### src/rtl/core/bna_queue.sv
// ----------------------------------------------------------------------------
// bna_queue
// Two-entry queue between the front and the back.
// ----------------------------------------------------------------------------
`default_nettype none

module bna_queue #(
   parameter int unsigned WIDTH = 8
) (
   input  logic             clock,
   input  logic             reset,
   input  logic             push,
   input  logic [WIDTH-1:0] push_data,
   output logic             full,
   input  logic             pop,
   output logic [WIDTH-1:0] pop_data,
   output logic             not_empty
);
   logic [WIDTH-1:0] slot_ff [2];
   logic             wr_ptr_ff, wr_ptr_in, rd_ptr_ff, rd_ptr_in;
   logic [1:0]       count_ff, count_in;
   logic             do_push, do_pop;

   assign full      = (count_ff == 2'd2);
   assign not_empty = (count_ff != 2'd0);
   assign do_push   = push && !full;
   assign do_pop    = pop && not_empty;
   assign pop_data  = slot_ff[rd_ptr_ff];

   always_comb begin
      wr_ptr_in = do_push ? !wr_ptr_ff : wr_ptr_ff;
      rd_ptr_in = do_pop ? !rd_ptr_ff : rd_ptr_ff;
      count_in  = count_ff;
      if (do_push && !do_pop) begin
         count_in = count_ff + 2'd1;
      end else if (do_pop && !do_push) begin
         count_in = count_ff - 2'd1;
      end
   end

   always_ff @(posedge clock) begin
      if (reset) begin
         wr_ptr_ff <= 1'b0;
         rd_ptr_ff <= 1'b0;
         count_ff  <= 2'd0;
      end else begin
         wr_ptr_ff <= wr_ptr_in;
         rd_ptr_ff <= rd_ptr_in;
         count_ff  <= count_in;
      end
   end

   always_ff @(posedge clock) begin
      if (do_push) begin
         slot_ff[wr_ptr_ff] <= push_data;
      end
   end

endmodule

`default_nettype wire

### config.mk
export PLATFORM = sky130hd
export DESIGN_NAME = bna_queue
export DESIGN_NICKNAME = d
export VERILOG_FILES = /design/src/rtl/core/bna_queue.sv
export SDC_FILE = /design/constraint.sdc
export NUM_CORES = 1
export LEC_CHECK = 0
export BUFFER_PORTS_ARGS = -buffer_cell sky130_fd_sc_hd__buf_4
export CORE_MARGIN = 4
export CORE_UTILIZATION = 40
export DETAILED_ROUTE_END_ITERATION = 8
export HOLD_SLACK_MARGIN = 0.08
export PLACE_DENSITY = 0.66
export SETUP_SLACK_MARGIN = 0.4
export SLEW_MARGIN = 0
export SYNTH_ARGS = -nofsm -noshare
export SYNTH_HDL_FRONTEND = slang
export SYNTH_SLANG_ARGS = --single-unit
### constraint.sdc
create_clock -name clock -period 1.8 [get_ports clock]
set_clock_uncertainty 0.05 [all_clocks]
set_input_delay 0.09 -clock clock [delete_from_list [all_inputs] [get_ports clock]]
set_output_delay 0.09 -clock clock [all_outputs]
set_load 0.02 [all_outputs]
==> impl_metrics.tcl <==
set metrics [dict create \
    std_cell_rows 15 \
    vias 523 \
    status "complete, no violations" \
    fill_cells 153 \
    cts_tree "done" \
    grt_start_max_net_pins 13 \
    final_common_cell "buf_4" \
    die_h_um 52.6 \
    path_cells "nor2b_4 -> nor2_4 -> ha_4 -> xor2_1 -> or3_1 -> a21oi_2" \
    layout_min_cycle_time_ps 1490 \
    final_cell_mix "buf_4, edfxtp_1, dlygate4sd3_1" \
    grt_usage 0.117 \
    grt_antenna_before_repair 0 \
    fp.dieW_um 52.6 \
    critPathSlowestCell "dfxtp_2" \
    start_util 0.442 \
    grt_pass1_vias 539 \
    drc 0 \
    crit_family "simple AND/OR/NAND/NOR gates" \
    syn2layout_area_growth_pct 49.2 \
    drive_gt1_frac 0.536 \
    yosysWarnings 0 \
    finalSetupViolCount 0 \
    total_power_mw 1.57 \
    nets 98 \
    cts_sinks 21 \
    final-max-slew-violation-count 0 \
    fin_ws_ps 306 \
    required_ps 1990 \
    port_buffers 21 \
    firstDrtPassIters 4 \
    yosysUniqueCellTypes 14 \
    leakage_nw 0.481 \
    cp-start-kind "register" \
    synth_area_per_cell_um2 15.9 \
    cts-root-buf "clkbuf_4" \
    ant_nets 0 \
    wl_per_cell_um 13.2 \
    max_stage_delay_ps 380 \
    clock_path_buffers 2 \
    endpoint_kind "register" \
    irDropWorstVdd_uv 860 \
    path_class "register to register" \
    cap_violations 0 \
    core-area_um2 1800 \
    critical_path_buf_inv_count 0 \
    min_path_type "input port to register" \
    fmax_ghz 0.669 \
    ioPinCount 22 \
    synth-seq-cells 21 \
    n_antenna_cell 0 \
    tightest_slew_ps 208 \
    setup_total_negative_slack_ps 0 \
    dr.first_iter.drc_count 14 \
    rsz0062_at_grt "yes" \
    final-hold-violation-count 0 \
    synth_nets 63 \
    dp_cells 95 \
    p_per_area_nw_per_um2 1320 \
    instances_no_fill 109 \
    post-route-util 0.659 \
    clk_pin_slew_ps 110 \
    cp_max_fo 5 \
    grt_pass1_wl_mm 2.27 \
    gp_congestion 0.671 \
    die_area_um2 2770 \
    routed_wirelength_mm 1.44 \
    clock_latency_ps 290 \
    dp_slack_ps 235 \
    fin_crit_sh 0.830 \
    syn_inst 50 \
    htreeDepth 1 \
    worst_ep_arrival_time_ps 1680 \
    ys_seq_area_frac 0.730 \
    cts_buffers 3 \
    routed_via_density 4.80 \
    grt_overflow 0 \
    netlist_area_um2 796 \
    relSlewSlack 0.860 \
]
repair_timing:
item                                    in CTS  in global routing
hold endpoints to repair                    21                  0
buffers inserted                             1                  0
hold buffers                                 9                  0
gates resized for setup                      8                 14
pin swaps                                    1                  0
endpoints found under the setup margin      25                 13
cells in the mapped netlist, drive strengths merged:
cell | number | area share
a21oi | 2 | 0.013
and2 | 1 | 0.0079
buf | 1 | 0.0063
dfxtp | 5 | 0.13
edfxtp | 16 | 0.60
ha | 1 | 0.016
inv | 2 | 0.0094
mux2 | 8 | 0.11
nor2 | 4 | 0.019
nor2b | 1 | 0.011
o21ai | 3 | 0.019
or2 | 1 | 0.0079
or3 | 2 | 0.016
xor2 | 3 | 0.033
layer usage:
layer | vias up | routed length, um | GRT usage
met4 | 0 | 12 | 0.0511
met5 | - | 0 | 0
met3 | 2 | 85 | 0.0285
met1 | 249 | 603 | 0.140
li1 | 254 | - | -
met2 | 18 | 740 | 0.196
stage by stage:
| step | hold WS [ps] | instance area, um^2 |
|---|---|---|
| after floorplan | 102 | 803 |
| after global placement | 226 | 987 |
| after detailed placement | 228 | 987 |
| after CTS | 132 | 1140 |
| after global routing | 130 | 1190 |
| final | 141 | 1190 |
layout make-up:
cell class	count	area, um^2	share of cell area
multi-input combinational	26	267	0.224
clock inverter	1	5.00	0.00421
sequential	21	589	0.496
inverter	2	10.0	0.00843
tap	25	31.3	0.0263
clock buffer	3	22.5	0.0190
timing repair buffer	31	263	0.221
cell families (layout without fill, tap and decap cells):
| logic type | after synthesis | in the layout | synth area share |
|---|---|---|---|
| adders and majority gates | 1 | 1 | 0.0157 |
| DFF | 21 | 21 | 0.730 |
| buffers and inverters | 3 | 37 | 0.0157 |
| and+or+nand+nor | 9 | 9 | 0.0613 |
| muxes | 8 | 8 | 0.113 |
| AOI/OAI and AO/OA | 5 | 5 | 0.0314 |
| xor gates and xnor gates | 3 | 3 | 0.0330 |
path summary, 6_finish.rpt:
kind | start | endpoint | slack (ps) | cells past startpoint
worst min-delay path | pop | register | 140 | 4
worst max-delay path | count_ff[1] | count_ff[1] | 310 | 6
worst max register to register | count_ff[1] | count_ff[1] | 310 | 6
worst min register to register | wr_ptr_ff | wr_ptr_ff | 460 | 2
power breakdown:
group          internal [mW]  leakage (nW)  switching [mW]
clock                 0.0827        0.0177           0.132
combinational          0.348         0.271           0.294
sequential             0.632         0.192          0.0848
state kept, by name (all words and copies together) (netlist names), named ones only:
register / cells
rd_ptr_ff: 1
wr_ptr_ff: 1
slot_ff: 16
count_ff: 2
worst register-to-register path, delay by kind of cell (launching register included):
family	cells	cell delay (ps)
fa+ha+maj	1	150
flops	1	380
compound gates	1	120
simple gates	3	590
xor+xnor	1	150
(Power assumes the default switching activity.)
