## config.mk

```make
export PLATFORM = sky130hd
export DESIGN_NAME = bna_front
export DESIGN_NICKNAME = d
export VERILOG_FILES = /design/src/rtl/core/bna_pkg.sv /design/src/rtl/core/bna_front.sv
export SDC_FILE = /design/constraint.sdc
export NUM_CORES = 1
export LEC_CHECK = 0
export BUFFER_PORTS_ARGS = -buffer_cell sky130_fd_sc_hd__buf_2
export CAP_MARGIN = 20
export CORE_AREA = 2 2 75 77
export CTS_BUF_LIST = sky130_fd_sc_hd__clkbuf_8
export DETAILED_ROUTE_END_ITERATION = 16
export DIE_AREA = 0 0 77 79
export PLACE_DENSITY_LB_ADDON = 0.3
export REMOVE_ABC_BUFFERS = 1
export SYNTH_ARGS = -nofsm -noshare
export SYNTH_HDL_FRONTEND = slang
export SYNTH_SLANG_ARGS = --single-unit
export TNS_END_PERCENT = 10
```

## constraint.sdc

```tcl
create_clock -name clock -period 5.4 [get_ports clock]
set_clock_uncertainty 0.1 [all_clocks]
set_input_delay 0.81 -clock clock [delete_from_list [all_inputs] [get_ports clock]]
set_output_delay 0.81 -clock clock [all_outputs]
set_load 0.02 [all_outputs]
```

## src/rtl/core/bna_pkg.sv

```systemverilog
// ----------------------------------------------------------------------------
// bna_pkg
// Types, codes, constants and helpers shared by the batch-norm blocks.
// ----------------------------------------------------------------------------
`default_nettype none

package bna_pkg;

   localparam int unsigned DATA_W = 16;
   localparam int unsigned PCH_W  = 6;
   localparam int unsigned CIU_W  = 7;
   localparam int unsigned MODE_W = 2;

   localparam logic [CIU_W-1:0] CIU_RESET = 7'd64;

   typedef enum logic [MODE_W-1:0] {
      ACT_NONE    = 2'd0,
      ACT_RELU    = 2'd1,
      ACT_TANH    = 2'd2,
      ACT_SIGMOID = 2'd3
   } act_mode_type;

   typedef enum logic {
      OP_LOAD   = 1'b0,
      OP_SAMPLE = 1'b1
   } op_type;

   typedef enum logic {
      REG_CIU  = 1'b0,
      REG_MODE = 1'b1
   } reg_index_type;

   typedef struct packed {
      op_type                    op;
      logic [PCH_W-1:0]          param_channel;
      logic signed [DATA_W-1:0]  channel_mean;
      logic [DATA_W-1:0]         channel_variance;
      logic signed [DATA_W-1:0]  channel_gamma;
      logic signed [DATA_W-1:0]  channel_beta;
      logic signed [DATA_W-1:0]  sample_value;
      logic                      row_end;
   } item_type;

   typedef struct packed {
      logic                      start;
      logic                      sigmoid;
      logic signed [DATA_W-1:0]  value;
   } act_req_type;

   typedef struct packed {
      logic                      done;
      logic signed [DATA_W-1:0]  value;
   } act_rsp_type;

   // exp(-1/256) series with a 60-bit fraction, truncated term by term
   localparam logic [63:0] ONE60 = 64'd1 << 60;
   localparam logic [63:0] ET1  = ONE60 / 64'd256;
   localparam logic [63:0] ET2  = ET1 / 64'd512;
   localparam logic [63:0] ET3  = ET2 / 64'd768;
   localparam logic [63:0] ET4  = ET3 / 64'd1024;
   localparam logic [63:0] ET5  = ET4 / 64'd1280;
   localparam logic [63:0] ET6  = ET5 / 64'd1536;
   localparam logic [63:0] ET7  = ET6 / 64'd1792;
   localparam logic [63:0] ET8  = ET7 / 64'd2048;
   localparam logic [63:0] ET9  = ET8 / 64'd2304;
   localparam logic [63:0] ET10 = ET9 / 64'd2560;

   function automatic logic [63:0] mul60c(input logic [63:0] a, input logic [63:0] b);
      logic [127:0] p;
      p = 128'(a) * 128'(b);
      return p[123:60];
   endfunction

   localparam logic [63:0] EB0  = ONE60 - ET1 + ET2 - ET3 + ET4 - ET5 + ET6 - ET7
                                  + ET8 - ET9 + ET10;
   localparam logic [63:0] EB1  = mul60c(EB0, EB0);
   localparam logic [63:0] EB2  = mul60c(EB1, EB1);
   localparam logic [63:0] EB3  = mul60c(EB2, EB2);
   localparam logic [63:0] EB4  = mul60c(EB3, EB3);
   localparam logic [63:0] EB5  = mul60c(EB4, EB4);
   localparam logic [63:0] EB6  = mul60c(EB5, EB5);
   localparam logic [63:0] EB7  = mul60c(EB6, EB6);
   localparam logic [63:0] EB8  = mul60c(EB7, EB7);
   localparam logic [63:0] EB9  = mul60c(EB8, EB8);
   localparam logic [63:0] EB10 = mul60c(EB9, EB9);

   localparam int unsigned EXP_STEPS = 11;

   localparam logic [60:0] EXP_BASE [EXP_STEPS] = '{
      EB0[60:0], EB1[60:0], EB2[60:0], EB3[60:0], EB4[60:0], EB5[60:0],
      EB6[60:0], EB7[60:0], EB8[60:0], EB9[60:0], EB10[60:0]
   };

   function automatic logic signed [DATA_W-1:0] sat16(input logic signed [39:0] v);
      if (v > 40'sd32767) begin
         return 16'sh7fff;
      end else if (v < -40'sd32768) begin
         return 16'sh8000;
      end else begin
         return v[DATA_W-1:0];
      end
   endfunction

endpackage

`default_nettype wire

```

## src/rtl/core/bna_front.sv

```systemverilog
// ----------------------------------------------------------------------------
// bna_front
// Accepts items, tags samples with channel and row end, feeds the queue.
// ----------------------------------------------------------------------------
`default_nettype none

module bna_front #(
   parameter int unsigned CHANNELS = 64
) (
   input  logic                  clock,
   input  logic                  reset,
   input  logic                  req_valid,
   output logic                  req_stall,
   input  logic                  req_op,
   input  logic [5:0]            req_param_channel,
   input  logic signed [15:0]    req_channel_mean,
   input  logic [15:0]           req_channel_variance,
   input  logic signed [15:0]    req_channel_gamma,
   input  logic signed [15:0]    req_channel_beta,
   input  logic signed [15:0]    req_sample_value,
   input  logic [6:0]            channels_in_use,
   input  logic                  q_full,
   output logic                  push,
   output bna_pkg::item_type     push_item,
   output logic [((CHANNELS > 1) ? $clog2(CHANNELS) : 1)-1:0] push_chan
);
   import bna_pkg::*;

   localparam int unsigned IDX_W = (CHANNELS > 1) ? $clog2(CHANNELS) : 1;
   localparam int unsigned CW    = (IDX_W + 2 > 8) ? IDX_W + 2 : 8;

   logic [IDX_W-1:0] cnt_ff, cnt_in;
   logic [CW-1:0]    ciu_ext, n_eff, next_ext;
   logic             row_end, accept;

   assign req_stall = q_full;
   assign accept    = req_valid && !q_full;
   assign push      = accept;

   assign ciu_ext  = CW'(channels_in_use);
   assign n_eff    = (ciu_ext == '0 || ciu_ext > CW'(CHANNELS)) ? CW'(CHANNELS) : ciu_ext;
   assign next_ext = CW'(cnt_ff) + CW'(1);
   assign row_end  = (next_ext >= n_eff);

   always_comb begin
      cnt_in = cnt_ff;
      if (accept) begin
         if (op_type'(req_op) == OP_LOAD || row_end) begin
            cnt_in = '0;
         end else begin
            cnt_in = next_ext[IDX_W-1:0];
         end
      end
   end

   always_ff @(posedge clock) begin
      if (reset) begin
         cnt_ff <= '0;
      end else begin
         cnt_ff <= cnt_in;
      end
   end

   always_comb begin
      push_item.op               = op_type'(req_op);
      push_item.param_channel    = req_param_channel;
      push_item.channel_mean     = req_channel_mean;
      push_item.channel_variance = req_channel_variance;
      push_item.channel_gamma    = req_channel_gamma;
      push_item.channel_beta     = req_channel_beta;
      push_item.sample_value     = req_sample_value;
      push_item.row_end          = row_end;
   end

   assign push_chan = cnt_ff;

endmodule

`default_nettype wire

```

==> out/results.tsv <==
stage	metric	value	unit
worst_hold_path	Hold Crit Class	reg -> reg	
logic_synthesis	Primary FF master, synth	dfxtp_1	
clock_network	Post-CTS Resized	0	
finish	antenna cells	0	
finish	max reg flops	6	
grt	GRT Util Overall	0.300	
routing	DRT iter0 DRCs	34	
timing	crit path time final	3.15	ns
power_and_ir_drop	Seq pwr share	0.322	
critical_path	CP max stage delay	0.43	ns
finish	area occupied by multi-input gates	430	um^2
clock_network	clk slew on worst S/H paths	0.04	ns
die	# rows	27	
die	IO Pins	194	
power_and_ir_drop	pwr/cell area	178	nW/um^2
critical_path	CP Max Fanout	6	
power_and_ir_drop	clock network power share	0.494	
grt	number of global-route vias before repair	758	
grt	first-pass GRT wire length	11000	um
power_and_ir_drop	switch share	0.269	
timing	RSZ-0062 raised after global routing	no	
worst_hold_path	min-delay src	push_chan[1]$_SDFFE_PP0P_	
clock_network	hold-fix buffers at CTS	0	
logic_synthesis	Mapped Cells	160	
worst_hold_path	hold path endpoint	push_chan[1]$_SDFFE_PP0P_	
place	global placement routability congestion	1.08	
critical_path	Critical Path Source Type	flip-flop	
logic_synthesis	Distinct cells, synth	26	
routing	residual DRC count	0	
timing	Worst slew margin	0.795	
place	Port Buffer Count	21	
timing	fin. max-slew vios	0	
critical_path	CP Class	reg -> out	
critical_path	crit-path cells	ha_1, nand3_1, xnor2_1, ha_1, a21oi_1, o21a_1, o21ai_0, buf_2	
power_and_ir_drop	cell-internal power	0.104	mW
clock_network	cts bufs inserted	3	
critical_path	CP max stage cell	dfxtp_1	
logic_synthesis	FFs w/ async S/R, synth	0	
critical_path	WP data required	4.49	ns
clock_network	Clock Sinks	6	
critical_path	FF-to-FF End	push_chan[2]$_SDFFE_PP0P_	
die	initial core utilization	0.231	
critical_path	Worst EP arrival	2.24	ns
timing	final hold violations	0	
die	core area	5340	um^2
finish	# nets final	202	
routing	final wirelength	9360	um
die	Die Span X	77	um
routing	via count	808	
grt	pin count of the biggest net entering global routing	9	
clock_network	Longest Clk Path Bufs	2	
logic_synthesis	EDFF count, synth	0	
finish	commonest non-fill, non-tap cell in the layout	buf_2	
flow_run	max-cap viol count	0	
routing	ANT nets after route	0	
finish	commonest cells after routing, fill and taps aside	21 x buf_2, 9 x nand2_1, 8 x a21oi_1, 8 x ha_1, 7 x nand2b_1	
logic_synthesis	Seq/Total Area, Yosys	0.0974	
place	post-DP HPWL	9020	um
grt	initial antenna violation count	0	
routing	routed wire length per instance	56.4	um
clock_network	Post-CTS Setup Bufs	0	
critical_path	Worst R2R Path Depth	9	
worst_hold_path	hold path depth	2	
timing	setup TNS	0	ns
critical_path	R2R Path Start	push_chan[0]$_SDFFE_PP0P_	
timing	Worst Max-Slew Pin Slew	0.308	ns
clock_network	CTS tree	yes	
finish	Area Overhead vs Synth	-35.3	%
clock_network	clock tree root driver cell	clkbuf_8	
routing	1st-pass router iterations	4	
die	Die H	79	um
die	die area	6080	um^2
timing	period utilization	0.584	
grt	grt ovf	0	
power_and_ir_drop	peak supply drop	59.2	uV
logic_synthesis	syn_area_per_cell	7.71	um^2
finish	share of layout cells above drive strength 1	0.309	
logic_synthesis	post-synthesis instance area	1230	um^2
critical_path	FF-to-FF setup slack	2.98	ns
timing	Final setup viols	0	
power_and_ir_drop	Switch Pwr	0.0383	mW
clock_network	CTS HTree Levels	1	
logic_synthesis	Yosys warnings	0	
critical_path	critical path's most frequent cell	ha_1	
finish	FF+latch area	120	um^2
logic_synthesis	#FFs+latches synth	6	
critical_path	CP endpoint kind	output pin	
finish	fillcell total	649	
power_and_ir_drop	combinational share of power	0.184	
timing	fmax	317	MHz
finish	Final Util	0.150	
routing	routed vias/inst	4.87	
clock_network	Clock Latency Late Sink	0.23	ns
outcome	outcome	complete, no violations	
power_and_ir_drop	static leakage	0.375	nW
## stage by stage
stage                     std cells  power, mW  worst slack (ns)  area (um^2)  hold slack, ns
after CTS                       166      0.143              2.25          798           0.414
final                           166      0.142              2.25          798           0.406
after global routing            166      0.150              2.04          798           0.439
after floorplan                  70     0.0602              2.38          562           0.465
after detailed placement        163     0.0724              2.25          757           0.410
after global placement          163     0.0721              2.30          757           0.402
## how the worst max path moves through the flow
stage,depth (start not counted),end,slack [ns],start
6_report,8,push_item[0],2.25,push_chan[0]$_SDFFE_PP0P_
2_1_floorplan,5,push_item[0],2.38,channels_in_use[0]
5_1_grt,8,push_item[0],2.04,push_chan[0]$_SDFFE_PP0P_
4_1_cts,8,push_item[0],2.25,channels_in_use[0]
3_5_place_dp,8,push_item[0],2.25,channels_in_use[0]
3_3_place_gp,8,push_item[0],2.30,channels_in_use[0]
## metal layers
layer / share of wire / track usage
met5: 0.0081 / 0.109
met4: 0.057 / 0.143
met3: 0.27 / 0.392
met2: 0.56 / 0.597
met1: 0.11 / 0.0847
## worst max-delay path: cells and delay by family (launching register included)
kind            cells  cell delay (ns)
fa+ha+maj           2             0.59
xor+xnor            1             0.19
simple gates        1             0.21
flops               1             0.43
compound gates      3             0.44
buf+inv             1             0.17
## kinds of logic after synthesis
logic type / synth area share
AOI/OAI and AO/OA: 0.102
buffers and inverters: 0.554
xor gates and xnor gates: 0.0345
DFF: 0.0974
and+or+nand+nor: 0.131
adders and majority gates: 0.0811
## cell type report
type / count / share of cell area
clock buffer: 3 / 0.0517
inverter: 3 / 0.0141
multi-input combinational: 61 / 0.539
sequential: 6 / 0.150
tap: 72 / 0.113
timing repair buffer: 21 / 0.132
## synth_stat cells, types with 2 or more instances
cell type | instances | area, um^2
nand2_1 | 9 | 33.8
a21o_1 | 4 | 30.0
dfxtp_1 | 6 | 120
ha_1 | 8 | 100
or3_1 | 2 | 12.5
a21oi_1 | 8 | 40.0
nor2_1 | 4 | 15.0
xnor2_1 | 2 | 17.5
nand3_1 | 3 | 15.0
nand2b_1 | 7 | 43.8
inv_1 | 3 | 11.3
nor4_1 | 2 | 12.5
buf_4 | 89 | 668
## power by group through the flow
stage | clock (mW) | combinational [mW] | sequential, mW
3_3_place_gp | 0 | 0.0257 | 0.0464
3_5_place_dp | 0 | 0.0259 | 0.0464
4_1_cts | 0.0716 | 0.0261 | 0.0457
5_1_grt | 0.0752 | 0.0292 | 0.0458
6_report | 0.0702 | 0.0261 | 0.0457
2_1_floorplan | 0 | 0.0133 | 0.0468
Power figures use the tool's default switching activity.
