### src/rtl/core/bna_pkg.sv
// ----------------------------------------------------------------------------
// bna_pkg
// Types, codes, constants and helpers shared by the batch-norm blocks.
// ----------------------------------------------------------------------------
`default_nettype none

package bna_pkg;

   localparam int unsigned DATA_W = 16;
   localparam int unsigned PCH_W  = 6;
   localparam int unsigned CIU_W  = 7;
   localparam int unsigned MODE_W = 2;

   localparam logic [CIU_W-1:0] CIU_RESET = 7'd64;

   typedef enum logic [MODE_W-1:0] {
      ACT_NONE    = 2'd0,
      ACT_RELU    = 2'd1,
      ACT_TANH    = 2'd2,
      ACT_SIGMOID = 2'd3
   } act_mode_type;

   typedef enum logic {
      OP_LOAD   = 1'b0,
      OP_SAMPLE = 1'b1
   } op_type;

   typedef enum logic {
      REG_CIU  = 1'b0,
      REG_MODE = 1'b1
   } reg_index_type;

   typedef struct packed {
      op_type                    op;
      logic [PCH_W-1:0]          param_channel;
      logic signed [DATA_W-1:0]  channel_mean;
      logic [DATA_W-1:0]         channel_variance;
      logic signed [DATA_W-1:0]  channel_gamma;
      logic signed [DATA_W-1:0]  channel_beta;
      logic signed [DATA_W-1:0]  sample_value;
      logic                      row_end;
   } item_type;

   typedef struct packed {
      logic                      start;
      logic                      sigmoid;
      logic signed [DATA_W-1:0]  value;
   } act_req_type;

   typedef struct packed {
      logic                      done;
      logic signed [DATA_W-1:0]  value;
   } act_rsp_type;

   // exp(-1/256) series with a 60-bit fraction, truncated term by term
   localparam logic [63:0] ONE60 = 64'd1 << 60;
   localparam logic [63:0] ET1  = ONE60 / 64'd256;
   localparam logic [63:0] ET2  = ET1 / 64'd512;
   localparam logic [63:0] ET3  = ET2 / 64'd768;
   localparam logic [63:0] ET4  = ET3 / 64'd1024;
   localparam logic [63:0] ET5  = ET4 / 64'd1280;
   localparam logic [63:0] ET6  = ET5 / 64'd1536;
   localparam logic [63:0] ET7  = ET6 / 64'd1792;
   localparam logic [63:0] ET8  = ET7 / 64'd2048;
   localparam logic [63:0] ET9  = ET8 / 64'd2304;
   localparam logic [63:0] ET10 = ET9 / 64'd2560;

   function automatic logic [63:0] mul60c(input logic [63:0] a, input logic [63:0] b);
      logic [127:0] p;
      p = 128'(a) * 128'(b);
      return p[123:60];
   endfunction

   localparam logic [63:0] EB0  = ONE60 - ET1 + ET2 - ET3 + ET4 - ET5 + ET6 - ET7
                                  + ET8 - ET9 + ET10;
   localparam logic [63:0] EB1  = mul60c(EB0, EB0);
   localparam logic [63:0] EB2  = mul60c(EB1, EB1);
   localparam logic [63:0] EB3  = mul60c(EB2, EB2);
   localparam logic [63:0] EB4  = mul60c(EB3, EB3);
   localparam logic [63:0] EB5  = mul60c(EB4, EB4);
   localparam logic [63:0] EB6  = mul60c(EB5, EB5);
   localparam logic [63:0] EB7  = mul60c(EB6, EB6);
   localparam logic [63:0] EB8  = mul60c(EB7, EB7);
   localparam logic [63:0] EB9  = mul60c(EB8, EB8);
   localparam logic [63:0] EB10 = mul60c(EB9, EB9);

   localparam int unsigned EXP_STEPS = 11;

   localparam logic [60:0] EXP_BASE [EXP_STEPS] = '{
      EB0[60:0], EB1[60:0], EB2[60:0], EB3[60:0], EB4[60:0], EB5[60:0],
      EB6[60:0], EB7[60:0], EB8[60:0], EB9[60:0], EB10[60:0]
   };

   function automatic logic signed [DATA_W-1:0] sat16(input logic signed [39:0] v);
      if (v > 40'sd32767) begin
         return 16'sh7fff;
      end else if (v < -40'sd32768) begin
         return 16'sh8000;
      end else begin
         return v[DATA_W-1:0];
      end
   endfunction

endpackage

`default_nettype wire

### src/rtl/core/bna_act.sv
// ----------------------------------------------------------------------------
// bna_act
// Iterative tanh / sigmoid unit: exp by repeated squaring, then a divider.
// ----------------------------------------------------------------------------
`default_nettype none

module bna_act (
   input  logic                 clock,
   input  logic                 reset,
   input  bna_pkg::act_req_type act_req,
   output bna_pkg::act_rsp_type act_rsp
);
   import bna_pkg::*;

   typedef enum logic [5:0] {
      A_IDLE = 6'b000001,
      A_EXP  = 6'b000010,
      A_MUL  = 6'b000100,
      A_PREP = 6'b001000,
      A_DIV  = 6'b010000,
      A_DONE = 6'b100000
   } act_state_type;

   act_state_type state_ff, state_in;

   logic                sig_ff, neg_ff;
   logic [10:0]         m_ff;
   logic [3:0]          j_ff;
   logic [2:0]          k_ff;
   logic [60:0]         res_ff;
   logic [61:0]         pp_ff;
   logic [1:0]          psh_ff;
   logic [121:0]        acc_ff;
   logic [60:0]         n_ff, ds_ff;
   logic [8:0]          q_ff;
   logic [3:0]          b_ff;

   logic signed [16:0]  v17;
   logic [16:0]         mag;
   logic                sat;
   logic [60:0]         base;
   logic [30:0]         ma, mb;
   logic [1:0]          psh_new;
   logic [121:0]        pp_shift, acc_sum;
   logic [50:0]         e;
   logic [60:0]         n_new, d_new;
   logic                ge;
   logic [8:0]          r_val;

   assign v17 = {act_req.value[15], act_req.value};
   assign mag = v17[16] ? 17'(-v17) : 17'(v17);
   assign sat = act_req.sigmoid ? (mag >= 17'd2048) : (mag >= 17'd1024);

   assign base = (j_ff < 4'(EXP_STEPS)) ? EXP_BASE[j_ff] : '0;

   always_comb begin
      unique case (k_ff)
         3'd0: begin
            ma = res_ff[30:0];
            mb = base[30:0];
            psh_new = 2'd0;
         end
         3'd1: begin
            ma = {1'b0, res_ff[60:31]};
            mb = base[30:0];
            psh_new = 2'd1;
         end
         3'd2: begin
            ma = res_ff[30:0];
            mb = {1'b0, base[60:31]};
            psh_new = 2'd1;
         end
         3'd3: begin
            ma = {1'b0, res_ff[60:31]};
            mb = {1'b0, base[60:31]};
            psh_new = 2'd2;
         end
         default: begin
            ma = '0;
            mb = '0;
            psh_new = 2'd0;
         end
      endcase
   end

   always_comb begin
      unique case (psh_ff)
         2'd0:    pp_shift = 122'(pp_ff);
         2'd1:    pp_shift = 122'(pp_ff) << 31;
         2'd2:    pp_shift = 122'(pp_ff) << 62;
         default: pp_shift = '0;
      endcase
   end

   assign acc_sum = acc_ff + pp_shift;

   assign e     = res_ff[60:10];
   assign d_new = (61'(e) + (61'd1 << 50)) << 9;
   assign n_new = sig_ff ? ((61'd513 << 50) + 61'(e))
                         : ((61'd513 << 50) - ((61'(e) << 9) - 61'(e)));
   assign ge    = (n_ff >= ds_ff);

   always_comb begin
      state_in = state_ff;
      unique case (state_ff)
         A_IDLE: begin
            if (act_req.start) begin
               state_in = sat ? A_DONE : A_EXP;
            end
         end
         A_EXP: begin
            if (j_ff == 4'(EXP_STEPS)) begin
               state_in = A_PREP;
            end else if (m_ff[j_ff]) begin
               state_in = A_MUL;
            end
         end
         A_MUL: begin
            if (k_ff == 3'd4) begin
               state_in = A_EXP;
            end
         end
         A_PREP:  state_in = A_DIV;
         A_DIV: begin
            if (b_ff == 4'd0) begin
               state_in = A_DONE;
            end
         end
         A_DONE:  state_in = A_IDLE;
         default: state_in = A_IDLE;
      endcase
   end

   always_ff @(posedge clock) begin
      if (reset) begin
         state_ff <= A_IDLE;
      end else begin
         state_ff <= state_in;
      end
   end

   always_ff @(posedge clock) begin
      unique case (state_ff)
         A_IDLE: begin
            sig_ff <= act_req.sigmoid;
            neg_ff <= v17[16];
            m_ff   <= act_req.sigmoid ? mag[10:0] : {mag[9:0], 1'b0};
            j_ff   <= 4'd0;
            res_ff <= 61'd1 << 60;
            q_ff   <= 9'd256;
         end
         A_EXP: begin
            k_ff   <= 3'd0;
            acc_ff <= '0;
            if (j_ff != 4'(EXP_STEPS) && !m_ff[j_ff]) begin
               j_ff <= j_ff + 4'd1;
            end
         end
         A_MUL: begin
            if (k_ff != 3'd4) begin
               pp_ff  <= 62'(ma) * 62'(mb);
               psh_ff <= psh_new;
               k_ff   <= k_ff + 3'd1;
            end
            if (k_ff != 3'd0) begin
               acc_ff <= acc_sum;
            end
            if (k_ff == 3'd4) begin
               res_ff <= acc_sum[120:60];
               j_ff   <= j_ff + 4'd1;
            end
         end
         A_PREP: begin
            n_ff  <= n_new;
            ds_ff <= d_new;
            q_ff  <= '0;
            b_ff  <= 4'd8;
         end
         A_DIV: begin
            if (ge) begin
               n_ff <= n_ff - ds_ff;
            end
            ds_ff <= ds_ff >> 1;
            q_ff  <= {q_ff[7:0], ge};
            b_ff  <= b_ff - 4'd1;
         end
         A_DONE: begin
         end
         default: begin
         end
      endcase
   end

   assign r_val = sig_ff ? (neg_ff ? 9'd256 - q_ff : q_ff) : q_ff;

   always_comb begin
      act_rsp.done = (state_ff == A_DONE);
      if (!sig_ff && neg_ff) begin
         act_rsp.value = -$signed(16'(r_val));
      end else begin
         act_rsp.value = $signed(16'(r_val));
      end
   end

endmodule

`default_nettype wire

### config.mk
export PLATFORM = sky130hd
export DESIGN_NAME = bna_act
export DESIGN_NICKNAME = d
export VERILOG_FILES = /design/src/rtl/core/bna_pkg.sv /design/src/rtl/core/bna_act.sv
export SDC_FILE = /design/constraint.sdc
export NUM_CORES = 2
export LEC_CHECK = 0
export BUFFER_PORTS_ARGS = -buffer_cell sky130_fd_sc_hd__buf_2
export CAP_MARGIN = 20
export CORE_MARGIN = 2
export CORE_UTILIZATION = 35
export DETAILED_ROUTE_END_ITERATION = 8
export GPL_TIMING_DRIVEN = 0
export PLACE_DENSITY = 0.51
export SYNTH_ARGS = -nofsm -noshare
export SYNTH_HDL_FRONTEND = slang
export SYNTH_SLANG_ARGS = --single-unit
### constraint.sdc
create_clock -name clock -period 11.6 [get_ports clock]
set_input_delay 2.32 -clock clock [delete_from_list [all_inputs] [get_ports clock]]
set_output_delay 2.32 -clock clock [all_outputs]
set_load 0.05 [all_outputs]
==> Implementation_results.wiki <==
{| class="wikitable"
! Metric !! Value
|-
| Run status || complete, but fails checks
|-
| Violations in the final reports || slew limit
|-
| Leading cell type by number of instances after synthesis || sky130_fd_sc_hd__inv_1
|-
| Average routed wire per standard cell || between 20 and 30 um
|-
| Power Total || between 5 and 6 mW
|-
| Number of cells produced by synthesis || 7338
|-
| Arrival time at the worst endpoint || 11.82 ns
|-
| Max clock buf depth || 3
|-
| Remaining global-route overflow || 0
|-
| Worst supply voltage drop on vdd || slightly above 0.00009 V
|-
| Cell types with the highest counts after synthesis || sky130_fd_sc_hd__inv_1 (1052), sky130_fd_sc_hd__nand2_1 (864), sky130_fd_sc_hd__fa_1 (839)
|-
| Die Y || 432 um
|-
| Count of state elements after synthesis || 407
|-
| Max H-tree Level || 2
|-
| Finished Cell Area || 0.0699 mm^2
|-
| Total track usage || 29.4%
|-
| Via count of the first global-routing pass || 55600
|-
| DP Wirelength || 228000 um
|-
| Number of buffers added by the clock tree synthesis step || 46
|-
| Worst skew pair latency || 0.65 ns
|-
| Number of core rows || 156
|-
| Tightest Hold Check Type || reg -> reg
|-
| Syn Nets || 8747
|-
| Power Density || 77.3 mW/mm^2
|-
| Share of post-route cells with drive strength above 1 || 4.91%
|-
| First DRT Iteration DRCs || 6025
|-
| Area of the die || 0.186 mm^2
|-
| Static power due to leakage || 30.9 nW
|-
| Share of the synthesized area in the top cell type || 26.3%
|-
| Initial antenna violation count || 21
|-
| Register area share after synthesis || a little under a fifth
|-
| Flop-to-flop setup slack || 0.12 ns
|-
| Terminus of the critical flop-to-flop path || pp_ff[61]$_DFFE_PP_
|-
| DRC viols || 0
|-
| Standard cell core area || 0.181 mm^2
|-
| Clock net sink count || between 400 and 500
|-
| 1st-pass router iterations || 8
|-
| Cell repeated most along the worst path || sky130_fd_sc_hd__fa_1
|-
| Total count of hold-check failures in the final report || 0
|-
| Element type at the critical path end || register
|-
| Count of maximum capacitance violations || 0
|-
| Start of the worst register-to-register path || k_ff[2]$_SDFFCE_PP0P_
|-
| Total negative setup slack || 0 ns
|-
| I/O pin total || 37
|-
| Top post-synthesis cells by area || sky130_fd_sc_hd__fa_1 (26%), sky130_fd_sc_hd__edfxtp_1 (19%), sky130_fd_sc_hd__ha_1 (11%)
|-
| Share of synthesized flip-flops with an asynchronous set or reset || 0%
|-
| Highest achievable clock rate || roughly 0.087 GHz
|-
| Startpoint of the worst setup timing path || k_ff[2]$_SDFFCE_PP0P_
|-
| Avg Cell Area, Syn || 8.72 um^2
|-
| Weighted congestion reported at the end of routability-driven placement || 1.01
|-
| Synth area leader || sky130_fd_sc_hd__fa_1
|-
| Commonest register cell after synthesis || sky130_fd_sc_hd__edfxtp_1
|-
| Kind of critical path || reg -> reg
|-
| Number of distinct standard cells referenced by the synthesized netlist || 104
|-
| Number of synthesized flops with an enable pin || 401
|-
| Min Tclk post-route || 11.48 ns
|-
| Starting Density || 35.3%
|-
| Net total in the final layout || about 9000
|-
| Final max-slew violation count || 18
|-
| Maximum number of pins on one net before global-route repair || 47
|-
| PortBufs || 35
|-
| Die Width || ~430 um
|-
| Max stage delay cell, worst path || sky130_fd_sc_hd__a22oi_1
|-
| TritonCTS clock tree || done
|-
| Final Core Density || 38.6%
|-
| Routed via count divided by cell count || 5.66
|-
| Remaining max-slew budget at the tightest pin || -2.78%
|-
| End point of the critical path || pp_ff[61]$_DFFE_PP_
|-
| Data required time of the worst path || 11.94 ns
|-
| Final worst setup slack || 0.124 ns
|-
| Post-synthesis instance area || 0.0640 mm^2
|-
| Clock transition at the registers of the reported paths || 0.07 ns
|-
| Clock root cell || sky130_fd_sc_hd__clkbuf_16
|-
| Antenna Nets Post-Route || 0
|-
| Setup-failing EPs final || 0
|-
| Critical-path maximum fanout || 10
|-
| Stage delay of the slowest cell on the critical path || 1.22 ns
|-
| Routed wire length || approximately 280000 um
|-
| Skew final || ~0.04 ns
|-
| Hold Path Stages || 2
|-
| Area added between synthesis and finish || 9.25%
|-
| Vias after detailed routing || between 50000 and 60000
|-
| Final critical-path share of the clock period || 98.9%
|-
| Measured slew at the worst slew-check pin || 1.54 ns
|-
| First-pass GRT wire length || 397000 um
|-
| Worst slack at placement || -1.22 ns
|-
| Crit path launch type || register
|-
| Path depth of the worst reg2reg path || 29
|-
| Area after DPL || 0.0680 mm^2
|-
| Number of warnings printed during yosys synthesis || 0
|}
-- layout by cell type, fill, tap and decap left out, types with 28 or more instances in the layout --
master,synthesis,routed
sky130_fd_sc_hd__nor2b_1,33,33
sky130_fd_sc_hd__mux2i_1,56,56
sky130_fd_sc_hd__and2_1,118,118
sky130_fd_sc_hd__a21o_1,169,168
sky130_fd_sc_hd__a22o_1,66,65
sky130_fd_sc_hd__nand3_1,63,62
sky130_fd_sc_hd__a31oi_1,49,48
sky130_fd_sc_hd__nand4_1,102,102
sky130_fd_sc_hd__o21bai_1,72,72
sky130_fd_sc_hd__nor2_1,823,817
sky130_fd_sc_hd__clkbuf_1,346,293
sky130_fd_sc_hd__xnor2_1,180,180
sky130_fd_sc_hd__fa_1,839,839
sky130_fd_sc_hd__nand2b_1,52,52
sky130_fd_sc_hd__o21ai_0,266,264
sky130_fd_sc_hd__a21oi_1,453,447
sky130_fd_sc_hd__ha_1,550,550
sky130_fd_sc_hd__nand2_1,864,863
sky130_fd_sc_hd__nor3_1,82,81
sky130_fd_sc_hd__a211oi_1,29,29
sky130_fd_sc_hd__clkbuf_2,2,37
sky130_fd_sc_hd__inv_1,1052,1052
sky130_fd_sc_hd__xor2_1,103,103
sky130_fd_sc_hd__and3_1,36,36
sky130_fd_sc_hd__buf_4,1,28
sky130_fd_sc_hd__edfxtp_1,401,401
sky130_fd_sc_hd__clkbuf_16,0,47
sky130_fd_sc_hd__buf_2,16,53
sky130_fd_sc_hd__o21a_1,52,52
-- power breakdown --
part / switching (mW) / internal [mW] / leakage (nW)
Combinational: 1.21 / 0.638 / 26.5
Sequential: 0.175 / 1.74 / 3.61
Clock: 0.736 / 0.911 / 0.771
Total: 2.12 / 3.28 / 30.9
-- flip-flops by register name, indices dropped and copies added, names as in the netlist, 2 cells and up --
signal    cells
pp_ff        62
state_ff      6
m_ff         11
acc_ff      121
n_ff         61
k_ff          3
res_ff       61
psh_ff        2
j_ff          4
b_ff          4
q_ff          9
ds_ff        61
-- metrics by stage --
step	hold WS [ns]	std cells
floorplan	0.522	7338
finish	0.566	9887
CTS	0.562	9882
global placement	0.536	9743
detailed placement	0.545	9800
global route	0.587	9879
-- area by class of cell --
class / instances / area [um^2]
fill: 18800 / 111000
multi-input combinational: 5494 / 46700
sequential: 407 / 12200
inverter: 1053 / 3950
tap: 2370 / 2970
buffer: 369 / 1470
clock buffer: 48 / 1180
timing repair buffer: 101 / 1020
clock inverter: 37 / 437
antenna: 8 / 20.0
-- logic make-up after synthesis --
logic type,synth area share [%]
flops,19.0
simple gates,15.7
mux,1.02
compound gates,14.9
fa+ha+maj,37.0
xor+xnor,3.87
buf+inv,8.47
-- worst max-delay path, delay by kind of cell, from the launching register on --
family                     cells  cell delay (ns)
xor gates and xnor gates       1             0.16
DFF                            1             0.49
buffers and inverters          7             2.01
and+or+nand+nor                2             0.32
adders and majority gates     10             5.05
AOI/OAI and AO/OA              9             3.12
-- layer usage --
metal | track usage (%) | part of all wire, % | vias to the layer above
met5 | 0.286 | 0.047 | -
met4 | 11.4 | 5.0 | 10
met3 | 5.74 | 9.0 | 571
met2 | 43.8 | 42 | 2689
met1 | 42.0 | 44 | 28100
li1 | - | - | 24600
-- timing repair --
action,CTS,global route
buffers inserted,2,3
endpoints found under the hold margin,0,0
hold buffers,0,0
resized for setup,32,75
pin swaps,1,3
setup endpoints to repair,33,25
-- how the worst min path moves through the flow --
stage,startpoint,endpoint,slack [ns]
finish,ds_ff[23]$_DFFE_PN_,ds_ff[22]$_DFFE_PN_,0.57
global route,ds_ff[34]$_DFFE_PN_,ds_ff[33]$_DFFE_PN_,0.59
CTS,ds_ff[27]$_DFFE_PN_,ds_ff[26]$_DFFE_PN_,0.56
detailed placement,ds_ff[27]$_DFFE_PN_,ds_ff[26]$_DFFE_PN_,0.55
global placement,ds_ff[25]$_DFFE_PN_,ds_ff[24]$_DFFE_PN_,0.54
floorplan,ds_ff[12]$_DFFE_PN_,ds_ff[11]$_DFFE_PN_,0.52
No activity file was read; power rests on OpenSTA's default activity.
